<file path="config.mk">
export PLATFORM = sky130hd
export DESIGN_NAME = chm_ram
export DESIGN_NICKNAME = d
export VERILOG_FILES = /design/src/rtl/chm_ram.sv
export SDC_FILE = /design/constraint.sdc
export NUM_CORES = 1
export LEC_CHECK = 0
export ABC_AREA = 1
export BUFFER_PORTS_ARGS = -buffer_cell sky130_fd_sc_hd__clkbuf_2
export CAP_MARGIN = 25
export CORE_AREA = 8 8 134 198
export CTS_BUF_LIST = sky130_fd_sc_hd__clkbuf_2
export CTS_CLUSTER_DIAMETER = 80
export DETAILED_ROUTE_END_ITERATION = 16
export DIE_AREA = 0 0 142 206
export GPL_ROUTABILITY_DRIVEN = 1
export GPL_TIMING_DRIVEN = 0
export PLACE_DENSITY = 0.39
export SYNTH_ARGS = -nofsm -noshare
export SYNTH_HDL_FRONTEND = slang
export SYNTH_SLANG_ARGS = --single-unit
</file>
<file path="constraint.sdc">
create_clock -name clk -period 2.1 [get_ports clk]
set_clock_uncertainty 0.1 [all_clocks]
set_input_delay 0.63 -clock clk [delete_from_list [all_inputs] [get_ports clk]]
set_output_delay 0.63 -clock clk [all_outputs]
set_load 0.005 [all_outputs]
</file>
<file path="src/rtl/chm_ram.sv">
// generic single write port, single read port ram with registered read
module chm_ram #(
	parameter int WIDTH = 8,
	parameter int DEPTH = 16
) (
	input  logic                             clk,
	input  logic                             we,
	input  logic [$clog2(DEPTH > 1 ? DEPTH : 2)-1:0] waddr,
	input  logic [WIDTH-1:0]                 wdata,
	input  logic [$clog2(DEPTH > 1 ? DEPTH : 2)-1:0] raddr,
	output logic [WIDTH-1:0]                 rdata
);

	logic [WIDTH-1:0] mem_q [DEPTH];

	always_ff @(posedge clk) begin
		if (we) begin
			mem_q[waddr] <= wdata;
		end
		rdata <= mem_q[raddr];
	end

endmodule

</file>
* Word level (Yosys, flattened, before mapping)
Memories as Yosys holds them, arrays and structs flattened. A register that Yosys moved wholly into a read port is not among the register bits.
Cells that the tools add are included.
W data, S select, Z words.
** Storage, ports and cells
- Bits in read-only memories :: 0
- Memories kept :: 1
- Latch bits :: 0
- Output and inout bits :: 8
- Flip-flop bits (word level) :: 0
- Word-level logic and storage cells :: 3
- Bits in writable memories :: 128
- Input bits :: 18
** Memories
- mem_q :: depth 16, width 8, rd ports 1, clocked after Yosys merged registers in 1, write ports 1, line 14 : logic [WIDTH-1:0] mem_q [DEPTH];
** Cells by class
- Multiply operators :: 0
- $add $sub $neg :: 0
- Equality and inequality tests :: 0
- Bitwise gates (word level) :: 0
- Reduce and logical (&&, ||, !) cells :: 0
- $lt $le $gt $ge :: 0
- Shift-type cells :: 0
- Div/mod/pow operators :: 0
- Mux-type cells :: 2
** Operator list (count)
- $mux W1 :: 2

* Depth between registers and ports, before layout
Gate-level depths: netlist of the first run.
- Depth in word-level cells :: 2
- Depth in mapped cells :: 8
- Gate-level depth less buffers :: 7

* Worst setup path after synthesis of the first run
OpenSTA, ideal clock, no wires.
- Path type :: input to register
- From :: input port waddr[2] (netlist bit)
- To :: memory mem_q[10][0], enable pin
- Library setup time :: 0.370 ns
- Stages :: 2
- Path slack :: 0.419 ns
- Data arrival time :: 1.211 ns
- Path buffers :: 0
- Required time :: 1.630 ns
- Path through :: nand3b_1 nor2_1
** RTL lines
- start, declared :: line 8 : input logic [$clog2(DEPTH > 1 ? DEPTH : 2)-1:0] waddr,
- end, declared :: line 14
Straight into the memory's write port.

* Worst setup path in the final report of the first run
- From :: register rdata[1] (read register of mem_q)
- To :: output port rdata[1]
** RTL lines
- start, declared :: line 11 : output logic [WIDTH-1:0] rdata
No word-level cell between the ends.

==> metrics.cfg, run 1 <==
[sta]
tightest_slew_ns = 0.957
max_freq_mhz = 521
hold_ws_ns = 0.233
hold_viol = 0
fin_crit_sh_pct = 91.4
setup_viol_count_final = 0
fin_crit_ns = 1.92
grt_setup_unrepaired = false
drv_slew = 0
slew_headroom_pct = 36.0

[route]
drt_pre_antenna_iters = 4
num_vias = 3826
wl_per_cell_um = 17.9
totalWireLength_mm = 16.5
viasPerCell = 4.14
drtIter0Drc = 293
final_antenna_net_count = 0
drc = 0

[critical_path]
cp.arrival_ns = 1.19
start_kind = register
r2r_setup_slack_ns = 0.84
rr_worst_depth = 6
path_cells = clkbuf_2
r2r-start = mem_q[1][0]
cpMaxStageDelayCell = dfxtp_1
r2r-end = rdata[0]
required_ns = 1.37
setup.worst_path.end_class = primary output
path_max_fanout = 1
max_stage_delay_ns = 0.37
worst-path-buf-inv = 1
worst_path_dominant_cell_family = flip-flops
criticalPathCategory = register to primary output

[finish]
fin_area_um2 = 6560
final_nets = 610
layout-drive-gt1-share_pct = 12.7
final_common_cell = nand2_1
synthToLayoutAreaGrowth_pct = 13.7
layout_common_cells = nand2_1 (173), edfxtp_1 (128), inv_1 (100)
fin_cells = 925

[pwr]
seqPwrFrac_pct = 58.3
p_int_mw = 3.93
power_per_cell_area_nw_per_um2 = 798
switching_share_pct = 24.8
p_leak_nw = 2.77
ir_worst_vdd_uv = 247
power.share.combinational_pct = 7.9
p_clk_share_pct = 33.9
p_sw_mw = 1.30

[placed_design]
place_hpwl_mm = 11.7
port_buffers = 22
place.gp.congestion = 0.844
dp_cells = 892
dpl-instance-area_um2 = 6280

[floorplanning]
die_y_um = 206
io_pins = 26
die_area_um2 = 29300
initial_core_util_pct = 24.5
rows = 69
dieWidth_um = 142
core_um2 = 23600

[clocking]
cts.sinks = 136
cts_hold_buf = 0
htree_num_levels = 4
cts_buffer_depth = 2
cts.clk_slew.worst_paths_ns = 0.25
cts_buffers = 17
cts-root-buf = clkbuf_2
clock_latency_ns = 0.71
cts_tree = done
cts_resized = 0
postCtsSetupBuffers = 0

[synth]
synth_warnings = 0
seq_area_frac_synth_pct = 69.4
syn_area_per_cell_um2 = 10.5
synth_top_cells_by_area = edfxtp_1 (67%), nand2_1 (11%), nand3_1 (8.4%)
synth-seq-cells = 136
synth_top_area_share_pct = 66.7
yosysUniqueCellTypes = 12
synth_area_um2 = 5770
synth_area_leader_cell = edfxtp_1
syn-num-nets = 569
syn_inst = 551

[job]
maxCapViolCount = 0

[grt]
overflow = 0
grt_pass1_vias = 3981
grt_max_degree = 17
grt_usage_pct = 11.9
antenna_found_initial = 1
grt_pass1_wl_mm = 24.6

[outcome]
run_status = finished clean

[min_path]
hp-class = primary input to register
holdPathStages = 4
hold_start = raddr[2]
whs_endpoint = rdata[4]

## per-stage QoR
step	setup WS, ns	power [mW]	setup TNS, ns	utilization [%]
2_1_floorplan	0.419	3.32	0	-
3_3_place_gp	-0.184	3.53	-6.19	26.6
3_5_place_dp	-0.175	3.53	-8.10	26.6
4_1_cts	0.0719	5.31	0	27.8
5_1_grt	0.0210	5.45	0	27.8
6_report	0.182	5.23	0	27.8
## final cells by class
class | instances | area (um2)
timing repair buffer | 22 | 110
fill | 2459 | 17000
sequential | 136 | 4000
antenna | 1 | 2.50
clock inverter | 13 | 181
tap | 319 | 399
clock buffer | 19 | 95.1
inverter | 102 | 383
multi-input combinational | 289 | 1210
buffer | 24 | 166
## state kept, by name (all words and copies together) (netlist names)
name   count
mem_q    128
rdata      8
## power by group through the flow
stage	Combinational [mW]	Clock, mW	Sequential, mW
floorplan	0.214	0	3.11
global placement	0.421	0	3.11
detailed placement	0.421	0	3.11
CTS	0.423	1.84	3.05
global route	0.459	1.94	3.05
finish	0.412	1.77	3.05
## kinds of logic (layout without fill, tap and decap cells)
kind of cell	Yosys count	count (layout)	synth area share, %
DFF	136	136	69.4
and+or+nand+nor	289	289	21.0
other	0	1	0
buffers and inverters	126	180	9.52
## cell usage after synthesis (all sizes together)
| cell type | instances |
|---|---|
| inv | 102 |
| dfxtp | 8 |
| nand2 | 173 |
| buf | 24 |
| edfxtp | 128 |
| nor2 | 17 |
| nand3 | 97 |
| nand3b | 2 |
## worst max path at each step
stage,slack (ns),end,cells past startpoint,from
after floorplan,0.42,mem_q[10][0],2,waddr[2]
after global placement,-0.18,mem_q[5][7],3,waddr[3]
after detailed placement,-0.17,mem_q[4][6],3,waddr[3]
after CTS,0.07,rdata[7],1,rdata[7]
after global routing,0.02,rdata[1],1,rdata[1]
final,0.18,rdata[1],1,rdata[1]
## metal layers
| layer | wire, um | global-route usage, % |
|---|---|---|
| met5 | 0 | 0 |
| met4 | 527 | 6.05 |
| met2 | 8990 | 22.1 |
| met1 | 6580 | 12.6 |
| met3 | 442 | 2.24 |
(Power assumes the default switching activity.)
==> inputs of run 2 (changes only) <==
--- a/config.mk
+++ b/config.mk
@@ -8,14 +8,14 @@
 export ABC_AREA = 1
 export BUFFER_PORTS_ARGS = -buffer_cell sky130_fd_sc_hd__clkbuf_2
 export CAP_MARGIN = 25
-export CORE_AREA = 8 8 134 198
+export CORE_AREA = 8 8 93 137
 export CTS_BUF_LIST = sky130_fd_sc_hd__clkbuf_2
 export CTS_CLUSTER_DIAMETER = 80
 export DETAILED_ROUTE_END_ITERATION = 16
-export DIE_AREA = 0 0 142 206
+export DIE_AREA = 0 0 101 145
 export GPL_ROUTABILITY_DRIVEN = 1
 export GPL_TIMING_DRIVEN = 0
-export PLACE_DENSITY = 0.39
+export PLACE_DENSITY = 0.71
 export SYNTH_ARGS = -nofsm -noshare
 export SYNTH_HDL_FRONTEND = slang
 export SYNTH_SLANG_ARGS = --single-unit
==> metrics.cfg, run 2 (synthesized netlist as in run 1, its figures left out) <==
[outcome]
run_status = finished clean

[critical_path]
path_depth = 1
setup.worst_path.end_class = primary output
max_stage_delay_ns = 0.36
cpMaxStageDelayCell = dfxtp_1
r2r_setup_slack_ns = 0.95
path_cells = clkbuf_2
r2r-start = mem_q[0][0]
r2r-end = rdata[0]
path_max_fanout = 1
rr_worst_depth = 6
cp.arrival_ns = 1.16
start_kind = register
required_ns = 1.37
worst-path-buf-inv = 1
worst_path_dominant_cell_family = flip-flops
criticalPathCategory = register to primary output

[route]
wl_per_cell_um = 17.7
totalWireLength_mm = 13.3
drtIter0Drc = 332
drt_pre_antenna_iters = 5
drc = 0
num_vias = 3885
final_antenna_net_count = 0
viasPerCell = 5.16

[sta]
tightest_slew_ns = 0.937
max_freq_mhz = 529
setup_ws_ns = 0.211
hold_viol = 0
slew_headroom_pct = 37.3
fin_crit_ns = 1.89
drv_slew = 0
fin_tns_setup_ns = 0
grt_setup_unrepaired = false
setup_viol_count_final = 0
fin_crit_sh_pct = 90.0

[finish]
layout_common_cells = nand2_1 (173), edfxtp_1 (128), inv_1 (100)
multi_input_area_um2 = 1210
synthToLayoutAreaGrowth_pct = 10.3
reg.largest.list = mem_q x128, rdata x8
final_nets = 610
register_area_um2 = 4000
fin_area_um2 = 6360
final_common_cell = nand2_1
nFillCells = 944
largest_reg_flops = 128
fin_util_pct = 58.8
regMostFlops = mem_q
layout-drive-gt1-share_pct = 13.1

[clocking]
cts.clk_slew.worst_paths_ns = 0.21
clock_latency_ns = 0.70
cts_buffer_depth = 2
cts_resized = 0
cts-root-buf = clkbuf_2
cts_buffers = 17
cts_hold_buf = 0
cts.sinks = 136
postCtsSetupBuffers = 0
cts_tree = done
htree_num_levels = 4

[min_path]
hp-class = primary input to register
holdPathStages = 3
hold_start = raddr[3]
whs_endpoint = rdata[7]

[floorplanning]
core_um2 = 10800
dieWidth_um = 101
initial_core_util_pct = 53.3
die_y_um = 145
io_pins = 26
rows = 47
die_area_um2 = 14600

[grt]
grt_pass1_wl_mm = 20.9
grt_pass1_vias = 3813
grt_usage_pct = 19.3
antenna_found_initial = 1
overflow = 0
grt_max_degree = 17

[placed_design]
port_buffers = 22
dpl-instance-area_um2 = 6060
place.gp.congestion = 0.900
pre_cts_ws_ns = -0.136
place_hpwl_mm = 9.14

[pwr]
power_per_cell_area_nw_per_um2 = 829
p_leak_nw = 2.79
power_mw = 5.27
ir_worst_vdd_uv = 453

[job]
maxCapViolCount = 0

-- run 2: layout make-up --
type / count / area share [%]
clock inverters: 15 / 3.36
diodes: 1 / 0.0393
clock buffers: 17 / 1.34
inverters: 102 / 6.02
plain buffers: 24 / 2.62
repair buffers: 22 / 1.73
flip-flops and latches: 136 / 62.9
well taps: 147 / 2.89
multi-input cells: 289 / 19.1
-- run 2: layer usage --
layer	wire length, um	part of all wire, %	GRT usage (%)
met3	948	7.1	4.21
met5	0	0	0
met4	670	5.0	11.8
met1	5320	40	23.3
met2	6400	48	30.6
-- run 2: power by group --
part | total, mW | switching [mW] | internal (mW)
registers | 3.05 | 0.0157 | 3.03
clock network | 1.84 | 1.03 | 0.815
logic | 0.386 | 0.270 | 0.116
total | 5.27 | 1.31 | 3.96
-- run 2: how the worst max path moves through the flow --
stage | to | start | slack, ns
after floorplan | mem_q[10][0] | waddr[2] | 0.42
after global placement | mem_q[6][7] | waddr[3] | -0.12
after detailed placement | mem_q[6][7] | waddr[3] | -0.14
after CTS | rdata[0] | rdata[0] | 0.16
after global routing | rdata[0] | rdata[0] | 0.12
final | rdata[0] | rdata[0] | 0.21
-- run 2: through the flow --
stage / hold slack, ns / instances
after floorplan: 0.507 / 551
after global placement: 0.566 / 720
after detailed placement: 0.568 / 720
after CTS: 0.170 / 752
after global routing: 0.181 / 753
final: 0.216 / 753
