**src/rtl/chm_pkg.sv**
```systemverilog
// shared constants and types of the chained hash map
package chm_pkg;

	localparam int KEY_W      = 32;
	localparam int VAL_W      = 32;
	localparam int OP_W       = 2;
	localparam int STAT_W     = 2;
	localparam int COUNT_W    = 7;
	localparam int CFG_W      = 6;
	localparam int HASH_SHIFT = 4;
	localparam int HKEY_W     = KEY_W - HASH_SHIFT;
	localparam int MOD_STEP   = 4;
	localparam int MOD_CYC    = HKEY_W / MOD_STEP;
	localparam int MOD_CNT_W  = $clog2(MOD_CYC + 1);
	localparam int IN_W       = 72;
	localparam int OUT_W      = 48;

	localparam logic [CFG_W-1:0] DEFAULT_BUCKETS = 6'd17;

	typedef enum logic [OP_W-1:0] {
		OP_LOOKUP = 2'd0,
		OP_SET    = 2'd1,
		OP_REMOVE = 2'd2,
		OP_SPARE  = 2'd3
	} op_t;

	typedef enum logic [STAT_W-1:0] {
		ST_OK   = 2'd0,
		ST_MISS = 2'd1,
		ST_FULL = 2'd2,
		ST_RSVD = 2'd3
	} status_t;

	// handshake between the sequencer and the modulo unit
	typedef struct packed {
		logic start;
	} mod_req_t;

	typedef struct packed {
		logic done;
	} mod_rsp_t;

endpackage

```
**src/rtl/chm_mod.sv**
```systemverilog
// iterative remainder of the shifted key by the bucket count, four bits a cycle
module chm_mod import chm_pkg::*; #(
	parameter int NW = 6
) (
	input  logic              clk,
	input  logic              arst_n,
	input  mod_req_t          req,
	input  logic [HKEY_W-1:0] dividend,
	input  logic [NW-1:0]     divisor,
	output mod_rsp_t          rsp,
	output logic [NW-1:0]     rem
);

	logic [HKEY_W-1:0]    dd_q;
	logic [NW-1:0]        r_q;
	logic [MOD_CNT_W-1:0] cnt_q;
	logic                 busy_q;
	logic                 done_q;
	logic [NW-1:0]        r_next;
	logic [NW:0]          t;

	always_comb begin
		r_next = r_q;
		for (int i = 0; i < MOD_STEP; i++) begin
			t = {r_next, dd_q[HKEY_W-1-i]};
			if (t >= {1'b0, divisor}) begin
				t = t - {1'b0, divisor};
			end
			r_next = t[NW-1:0];
		end
	end

	always_ff @(posedge clk or negedge arst_n) begin
		if (!arst_n) begin
			busy_q <= 1'b0;
			done_q <= 1'b0;
			cnt_q  <= '0;
		end else begin
			done_q <= 1'b0;
			if (req.start) begin
				busy_q <= 1'b1;
				cnt_q  <= '0;
			end else if (busy_q) begin
				cnt_q <= cnt_q + 1'b1;
				if (cnt_q == MOD_CNT_W'(MOD_CYC - 1)) begin
					busy_q <= 1'b0;
					done_q <= 1'b1;
				end
			end
		end
	end

	always_ff @(posedge clk) begin
		if (req.start) begin
			dd_q <= dividend;
			r_q  <= '0;
		end else if (busy_q) begin
			dd_q <= dd_q << MOD_STEP;
			r_q  <= r_next;
		end
	end

	assign rsp.done = done_q;
	assign rem      = r_q;

endmodule
```
**config.mk**
```make
export PLATFORM = sky130hd
export DESIGN_NAME = chm_mod
export DESIGN_NICKNAME = d
export VERILOG_FILES = /design/src/rtl/chm_pkg.sv /design/src/rtl/chm_mod.sv
export SDC_FILE = /design/constraint.sdc
export NUM_CORES = 1
export LEC_CHECK = 0
export BUFFER_PORTS_ARGS = -buffer_cell sky130_fd_sc_hd__buf_2
export CORE_MARGIN = 2
export CORE_UTILIZATION = 35
export CTS_CLUSTER_SIZE = 20
export DETAILED_ROUTE_END_ITERATION = 6
export MAX_ROUTING_LAYER = met4
export SETUP_SLACK_MARGIN = 0.4
export SLEW_MARGIN = 20
export SYNTH_ARGS = -nofsm -noshare
export SYNTH_HDL_FRONTEND = slang
export SYNTH_SLANG_ARGS = --single-unit
export TNS_END_PERCENT = 10
```
**constraint.sdc**
```tcl
create_clock -name clk -period 16 [get_ports clk]
set_input_delay 3.2 -clock clk [delete_from_list [all_inputs] [get_ports clk]]
set_output_delay 3.2 -clock clk [all_outputs]
set_load 0.02 [all_outputs]
```
# Yosys cells after proc, flatten, opt, wreduce, memory -nomap -nowiden

Index checks and enable logic that the tools add are counted.

$mul: 0
Add/subtract/negate cells: 5
Bitwise logic cells: 0
Equal/unequal tests: 1
Mux-type cells: 14
Reduce and logical (&&, ||, !) cells: 1
Divide/modulo/power cells: 0
Shift operators: 0
$lt $le $gt $ge: 4

Operators with widths:

| operator            | number |
|---|---|
| $mux 28             | 2 |
| $ge 7x6->1          | 4 |
| $mux 6              | 4 |
| $sub 6x6->6         | 4 |
| $mux 1              | 6 |
| $mux 3              | 2 |
| $add 3x1->3 const B | 1 |
| $eq 3x3->1 const B  | 1 |
| $reduce_bool 2->1   | 1 |

Bits in registers: 39
Memory bits (writable): 0
Bits of input ports: 37
Logic and storage cells: 30
Output and inout bits: 7
Bits in latches: 0
Memories kept: 0
ROM bits: 0

# Longest topological paths before layout

Gate-level depths: netlist (run 1).

Word-level depth: 8
Mapped depth: 34
Mapped depth without buffers: 33

# Least setup slack after synthesis (run 1)

No wires, ideal clock.

Kind: input to register
From: input port divisor[5]
To: register r_q[3] (netlist: rem[3])
Setup time: 112 ps
Data arrival time: 9472 ps
Slack: 6416 ps
Stages on the path: 31
Path through: inv_1 -> ha_1 -> a211oi_1 -> nand2_1 -> a21oi_2 -> mux2i_1 -> ha_1 -> and3_1 -> a31oi_1 -> a31oi_1 -> a211oi_2 -> nand2_1 -> buf_4 -> mux2_1 -> ha_1 -> o21a_1 -> o31a_1 -> o22ai_1 -> o211ai_1 -> and3b_4 -> or2_1 -> a21o_1 -> ha_1 -> nor2b_1 -> o21ai_1 -> nand3b_1 -> a211o_1 -> a21oi_1 -> o311a_1 -> nand2_1 -> a2111oi_1

Word-level cells in the longest chain between the ends: 8
Elaborated cells on any way between the ends: 12
Those cells by class: add/sub (4); order compare (4); mux (4)

Ends and longest elaborated chain:

| item                                             | RTL line                     | RTL |
|---|---|---|
| from (decl)                                      | chm_mod.sv:9                 | `input logic [NW-1:0] divisor,` |
| $sub 6x6->6 / $ge 7x6->1 (equally long branches) | chm_mod.sv:27, chm_mod.sv:26 |  |
| $mux 6                                           | chm_mod.sv:26                | `if (t >= {1'b0, divisor}) begin` |
| $ge 7x6->1 / $sub 6x6->6 (equally long branches) | chm_mod.sv:26, chm_mod.sv:27 |  |
| $mux 6                                           | chm_mod.sv:26                |  |
| $sub 6x6->6 / $ge 7x6->1 (equally long branches) | chm_mod.sv:27, chm_mod.sv:26 |  |
| $mux 6                                           | chm_mod.sv:26                |  |
| $sub 6x6->6 / $ge 7x6->1 (equally long branches) | chm_mod.sv:27, chm_mod.sv:26 |  |
| $mux 6 *                                         | chm_mod.sv:26                |  |
| to (signal assigned)                             | chm_mod.sv:59                | `r_q <= r_next;` |
| to (decl)                                        | chm_mod.sv:15                | `logic [NW-1:0] r_q;` |

Mark *: on every way between the ends. The rest lies on a longest branch, timed or not.
A chain may end at the register's enable or synchronous reset.

# Worst setup path in the final report (run 1)

Ends and elaborated chain as after synthesis.

==> impl_metrics.tcl, run 1 <==
set metrics [dict create \
    clock_skew_ps 6.275 \
    viasPerCell 5.346 \
    grt.overflow.total 0 \
    clockBufferDepth 2 \
    detail_route.wl_per_cell_um 15.49 \
    antenna_diodes 0 \
    tritoncts_sinks 39 \
    cts-resized-gates 0 \
    ctsHoldBuffers 0 \
    start_kind "input pin" \
    crit_path_end_kind "flip-flop" \
    cpPeakStageDelay_ps 450 \
    worst_hold_path_type "flip-flop to flip-flop" \
    synth_sequential_area_ratio 0.3618 \
    cts_htree_levels 2 \
    clk_latency_ps 290 \
    fp.dieArea_um2 9333 \
    width_of_the_die_um 96.61 \
    syn_avg_cell_area_um2 10.39 \
    clk_root_buffer_cell "clkbuf_8" \
    count_of_input_and_output_buffers 43 \
    pin_count 44 \
    rows 33 \
    finalWeightedCongestion 0.9314 \
    drv_cap 0 \
    drt_first_iter_violations 112 \
    synth.ff_latch_count 39 \
    drt_drc_violations_left 0 \
    initial_core_util 0.3635 \
    timing.final.max_slew_violations 0 \
    synth-async-reset-ratio 0.1282 \
    grt_use_total 0.1487 \
    post_route_antenna_net_violation_count 0 \
    final_hold_viols 0 \
    max-slew-margin-rel 0.4965 \
    critPathSlowestCell "and3b_4" \
    first_global_vias 2283 \
    dr_total_vias 2347 \
    wire_length_of_the_first_global_routing_pass_mm 11.10 \
    fillCellCount 823 \
    worstSetupPathType "input pin to flip-flop" \
    number_of_nets_produced_by_synthesis 356 \
    delay_heaviest_family_cp "compound AO/OA/AOI/OAI gates" \
    wirelength_mm 6.799 \
    post_cts.repair.setup_buffers 0 \
    synth.lib_cells_used.distinct 57 \
    cts.clk_slew.worst_paths_ps 80 \
    crit_buf_inv 2 \
    setup_tns_ps 0 \
    hpwl_dp_mm 5.226 \
    run_status "finished, final reports clean" \
    cts_tree "done" \
    arrival_ps 10790 \
    number_of_synthesized_flops_with_an_enable_pin 28 \
    tritoncts.num_buffers 5 \
    area.growth.synth_to_final_pct 13.55 \
    finalCriticalPeriod_ps 10640 \
    yosys_warnings 0 \
    cp.required_ps 16150 \
    num-nets-final 400 \
    share_of_post_route_cells_with_drive_strength_above_1 0.2515 \
    fmax_ghz 0.09402 \
    drtPass1Iterations 4 \
    grt_max_degree 39 \
    post_synth_inst_count 289 \
    setup-violations-final 0 \
    synth.cell_area_um2 3002 \
    synth_top_flop_cell "edfxtp_1" \
    antenna_violations_before_repair 0 \
    worst_path_most_repeated_cell "ha_1" \
    dieHeight_um 96.61 \
    grt_setup_unrepaired "no" \
    floorplan.core_area_um2 8258 \
    timing.final.crit_share 0.6648 \
    tightest_slew_ps 755.2 \
    critical_path.max_fanout 11 \
]
## layer usage
| layer | GRT usage | wire length, µm |
|---|---|---|
| met4 | 0.04767 | 110 |
| met1 | 0.1844 | 3086 |
| met5 | - | 0 |
| met3 | 0.03179 | 346 |
| met2 | 0.2431 | 3256 |
## worst reg2reg max path, delay by kind of cell (launching register included)
family / cells / cell delay [ps]
AND/OR/NAND/NOR: 9 / 1840
adder cells (fa/ha/maj): 4 / 1200
AO/OA/AOI/OAI: 15 / 3920
multiplexers: 1 / 350
flip-flops: 1 / 430
## synthesized netlist by cell type, drive strengths merged (2+ instances only)
library cell / number / share of area
o21a: 5 / 0.013
and2: 4 / 0.0083
nand2: 12 / 0.015
a211o: 3 / 0.0088
nand2b: 7 / 0.015
nor2: 23 / 0.030
a311oi: 2 / 0.0058
clkbuf: 4 / 0.0050
nor3: 3 / 0.0067
o31a: 2 / 0.0058
nand3: 8 / 0.013
xnor2: 12 / 0.035
a21o: 6 / 0.015
o311ai: 2 / 0.0058
edfxtp: 28 / 0.28
mux2i: 12 / 0.040
fa: 4 / 0.027
buf: 2 / 0.0038
ha: 26 / 0.11
a211oi: 6 / 0.017
dfxtp: 6 / 0.040
mux2: 29 / 0.11
nor2b: 4 / 0.0083
a21oi: 14 / 0.025
dfrtp: 5 / 0.042
a31oi: 2 / 0.0042
o21ai: 13 / 0.022
or3: 2 / 0.0058
nor4: 2 / 0.0042
xor2: 2 / 0.0058
inv: 21 / 0.026
## layout make-up
cell class,instances,area (µm²),area share
repair buffers,43,215.2,0.06314
inverters,22,82.58,0.02423
well taps,105,131.4,0.03855
multi-input cells,222,1809,0.5308
flip-flops and latches,39,1086,0.3186
clock inverters,3,15.01,0.004405
clock buffers,5,68.82,0.02019
## worst paths after layout
check	from	to	slack, ps	cells past startpoint
setup / recovery	divisor[5]	rem[3]	5360	31
min in group asynchronous	arst_n	cnt_q[2]	2710	1
hold reg to reg	rem[5]	rem[5]	550	2
hold / removal	rem[5]	rem[5]	550	2
max in group asynchronous	arst_n	busy_q	13150	1
setup reg to reg	rem[4]	rem[3]	8120	29
## through the flow
| stage | util | cell area, µm² | std cells | setup WS (ps) | hold slack, ps |
|---|---|---|---|---|---|
| 2_1_floorplan | - | 3002 | 289 | 6416 | 504.9 |
| 3_3_place_gp | 0.4023 | 3322 | 431 | 5453 | 523.1 |
| 3_5_place_dp | 0.4026 | 3324 | 431 | 5239 | 534.7 |
| 4_1_cts | 0.4127 | 3408 | 439 | 5489 | 545.6 |
| 5_1_grt | 0.4127 | 3408 | 439 | 4925 | 564.4 |
| 6_report | 0.4127 | 3408 | 439 | 5364 | 547.9 |
## logic make-up after synthesis
kind of cell    share of synthesized area
simple gates                       0.1301
compound gates                     0.1472
mux                                0.1488
flops                              0.3618
fa+ha+maj                          0.1351
buf+inv                           0.03626
xor+xnor                          0.04085
## cell usage in the layout (no fill, tap or decap), types with 5 or more instances in the layout
master and instances:
o21ai_0 8, nand3_1 8, mux2_2 26, a21o_1 6, buf_2 43, inv_1 21
nand2b_1 7, a21oi_1 13, nor2_1 22, o21ai_1 5, ha_1 26, o21a_1 5
xnor2_1 12, nand2_1 11, a211oi_1 5, clkbuf_8 5, dfrtp_1 5, edfxtp_1 28
dfxtp_1 6, mux2i_1 12
## sequential cells by signal, summed over array words and instances, names as in the netlist
signal and count:
dd_q 28, rsp 1, cnt_q 3, rem 6
busy_q 1
Power of run 1 is left out: the tool's default activity adds up to more than one toggle a clock period on the data nets, which glitch-free logic cannot reach.
==> inputs of run 2 (changes only) <==
Clock period 16 ns to 11.03 ns, I/O delays scaled along.
==> impl_metrics.tcl, run 2 (synthesis gave the netlist of run 1 again) <==
set metrics [dict create \
    cts_htree_levels 2 \
    delay_heaviest_family_cp "compound AO/OA/AOI/OAI gates" \
    clk_root_buffer_cell "clkbuf_8" \
    count_of_input_and_output_buffers 43 \
    clock_skew_ps 4.246 \
    final_cell_mix "43 x buf_2, 28 x edfxtp_1, 26 x mux2_2, 26 x ha_1, 22 x nor2_1" \
    grt_setup_unrepaired "no" \
    cts_tree "done" \
    crit_buf_inv 2 \
    grt.overflow.total 0 \
    largest_register_ffs 28 \
    cp.required_ps 11200 \
    worst_hold_path_type "flip-flop to flip-flop" \
    fp.dieArea_um2 9333 \
    timing.final.max_slew_violations 0 \
    drt_drc_violations_left 0 \
    width_of_the_die_um 96.61 \
    placement.setup.worst_slack_ps 1320 \
    register_area_um2 1086 \
    first_global_vias 2319 \
    detail_route.wl_per_cell_um 15.47 \
    cts.clk_slew.worst_paths_ps 70 \
    cts-resized-gates 0 \
    pin_count 44 \
    finalCriticalPeriod_ps 9475 \
    post_cts.repair.setup_buffers 0 \
    area.growth.synth_to_final_pct 13.80 \
    clk_latency_ps 290 \
    run_status "finished, final reports clean" \
    antenna_diodes 0 \
    worstSetupPathType "input pin to flip-flop" \
    mostFrequentLayoutCell "buf_2" \
    largest_register "dd_q" \
    area_occupied_by_multi_input_gates_um2 1809 \
    wire_length_of_the_first_global_routing_pass_mm 11.24 \
    start_kind "input pin" \
    rows 33 \
    tightest_slew_ps 769.3 \
    antenna_violations_before_repair 0 \
    critPathSlowestCell "mux2_1" \
    hpwl_dp_mm 5.231 \
    grt_max_degree 39 \
    dr_total_vias 2343 \
    crit_path_end_kind "flip-flop" \
    dieHeight_um 96.61 \
    setup_tns_ps 0 \
    arrival_ps 9640 \
    cpPeakStageDelay_ps 430 \
    post_route_antenna_net_violation_count 0 \
    wirelength_mm 6.793 \
    max-slew-margin-rel 0.4871 \
    ctsHoldBuffers 0 \
    timing.final.crit_share 0.8590 \
    fmax_ghz 0.1055 \
    worst_path_most_repeated_cell "ha_1" \
    clockBufferDepth 2 \
    final_hold_viols 0 \
    viasPerCell 5.337 \
    num-nets-final 400 \
    tritoncts_sinks 39 \
    grt_use_total 0.1507 \
    critical_path.max_fanout 11 \
    drt_first_iter_violations 106 \
    place_inst 431 \
    tritoncts.num_buffers 5 \
    fin_cells 439 \
    finalWeightedCongestion 0.9312 \
    drtPass1Iterations 4 \
    share_of_post_route_cells_with_drive_strength_above_1 0.2545 \
    floorplan.core_area_um2 8258 \
    final.setup.worst_slack_ps 1555 \
    drv_cap 0 \
    fillCellCount 818 \
    setup-violations-final 0 \
    initial_core_util 0.3635 \
]
-- run 2: path summary, 6_finish.rpt --
check | depth (start not counted) | to | slack (ps) | startpoint
hold / removal | 2 | rem[5] | 540 | rem[5]
setup reg to reg | 29 | rem[3] | 3320 | rem[4]
hold reg to reg | 2 | rem[5] | 540 | rem[5]
max in group asynchronous | 1 | busy_q | 9170 | arst_n
setup / recovery | 31 | rem[3] | 1560 | divisor[5]
min in group asynchronous | 1 | cnt_q[2] | 1720 | arst_n
-- run 2: tightest hold or removal path: cells and delay by family (launching register included) --
kind / cells / cell delay (ps)
simple gates: 1 / 90
compound gates: 1 / 60
flops: 1 / 350
-- run 2: layout make-up --
class / count / share of cell area
multi-input cells: 222 / 0.5297
clock buffers: 7 / 0.02527
inverters: 22 / 0.02418
repair buffers: 43 / 0.06300
well taps: 105 / 0.03846
clock inverters: 1 / 0.001465
flip-flops and latches: 39 / 0.3179
-- run 2: metal layers --
metal | wire length, µm | part of all wire | GRT usage | vias to the layer above
met5 | 0 | 0 | - | -
met4 | 142 | 0.021 | 0.05309 | 0
met3 | 338 | 0.050 | 0.03324 | 14
met2 | 3275 | 0.48 | 0.2425 | 65
met1 | 3037 | 0.45 | 0.1875 | 1106
li1 | - | - | - | 1158
-- run 2: stage by stage --
step	hold WS, ps	instance area, µm²	util
after floorplan	504.9	3002	-
after global placement	523.1	3322	0.4023
after detailed placement	534.8	3324	0.4026
after CTS	546.4	3416	0.4136
after global routing	566.4	3416	0.4136
final	544.7	3416	0.4136
Power of run 2 is left out for the same reason.
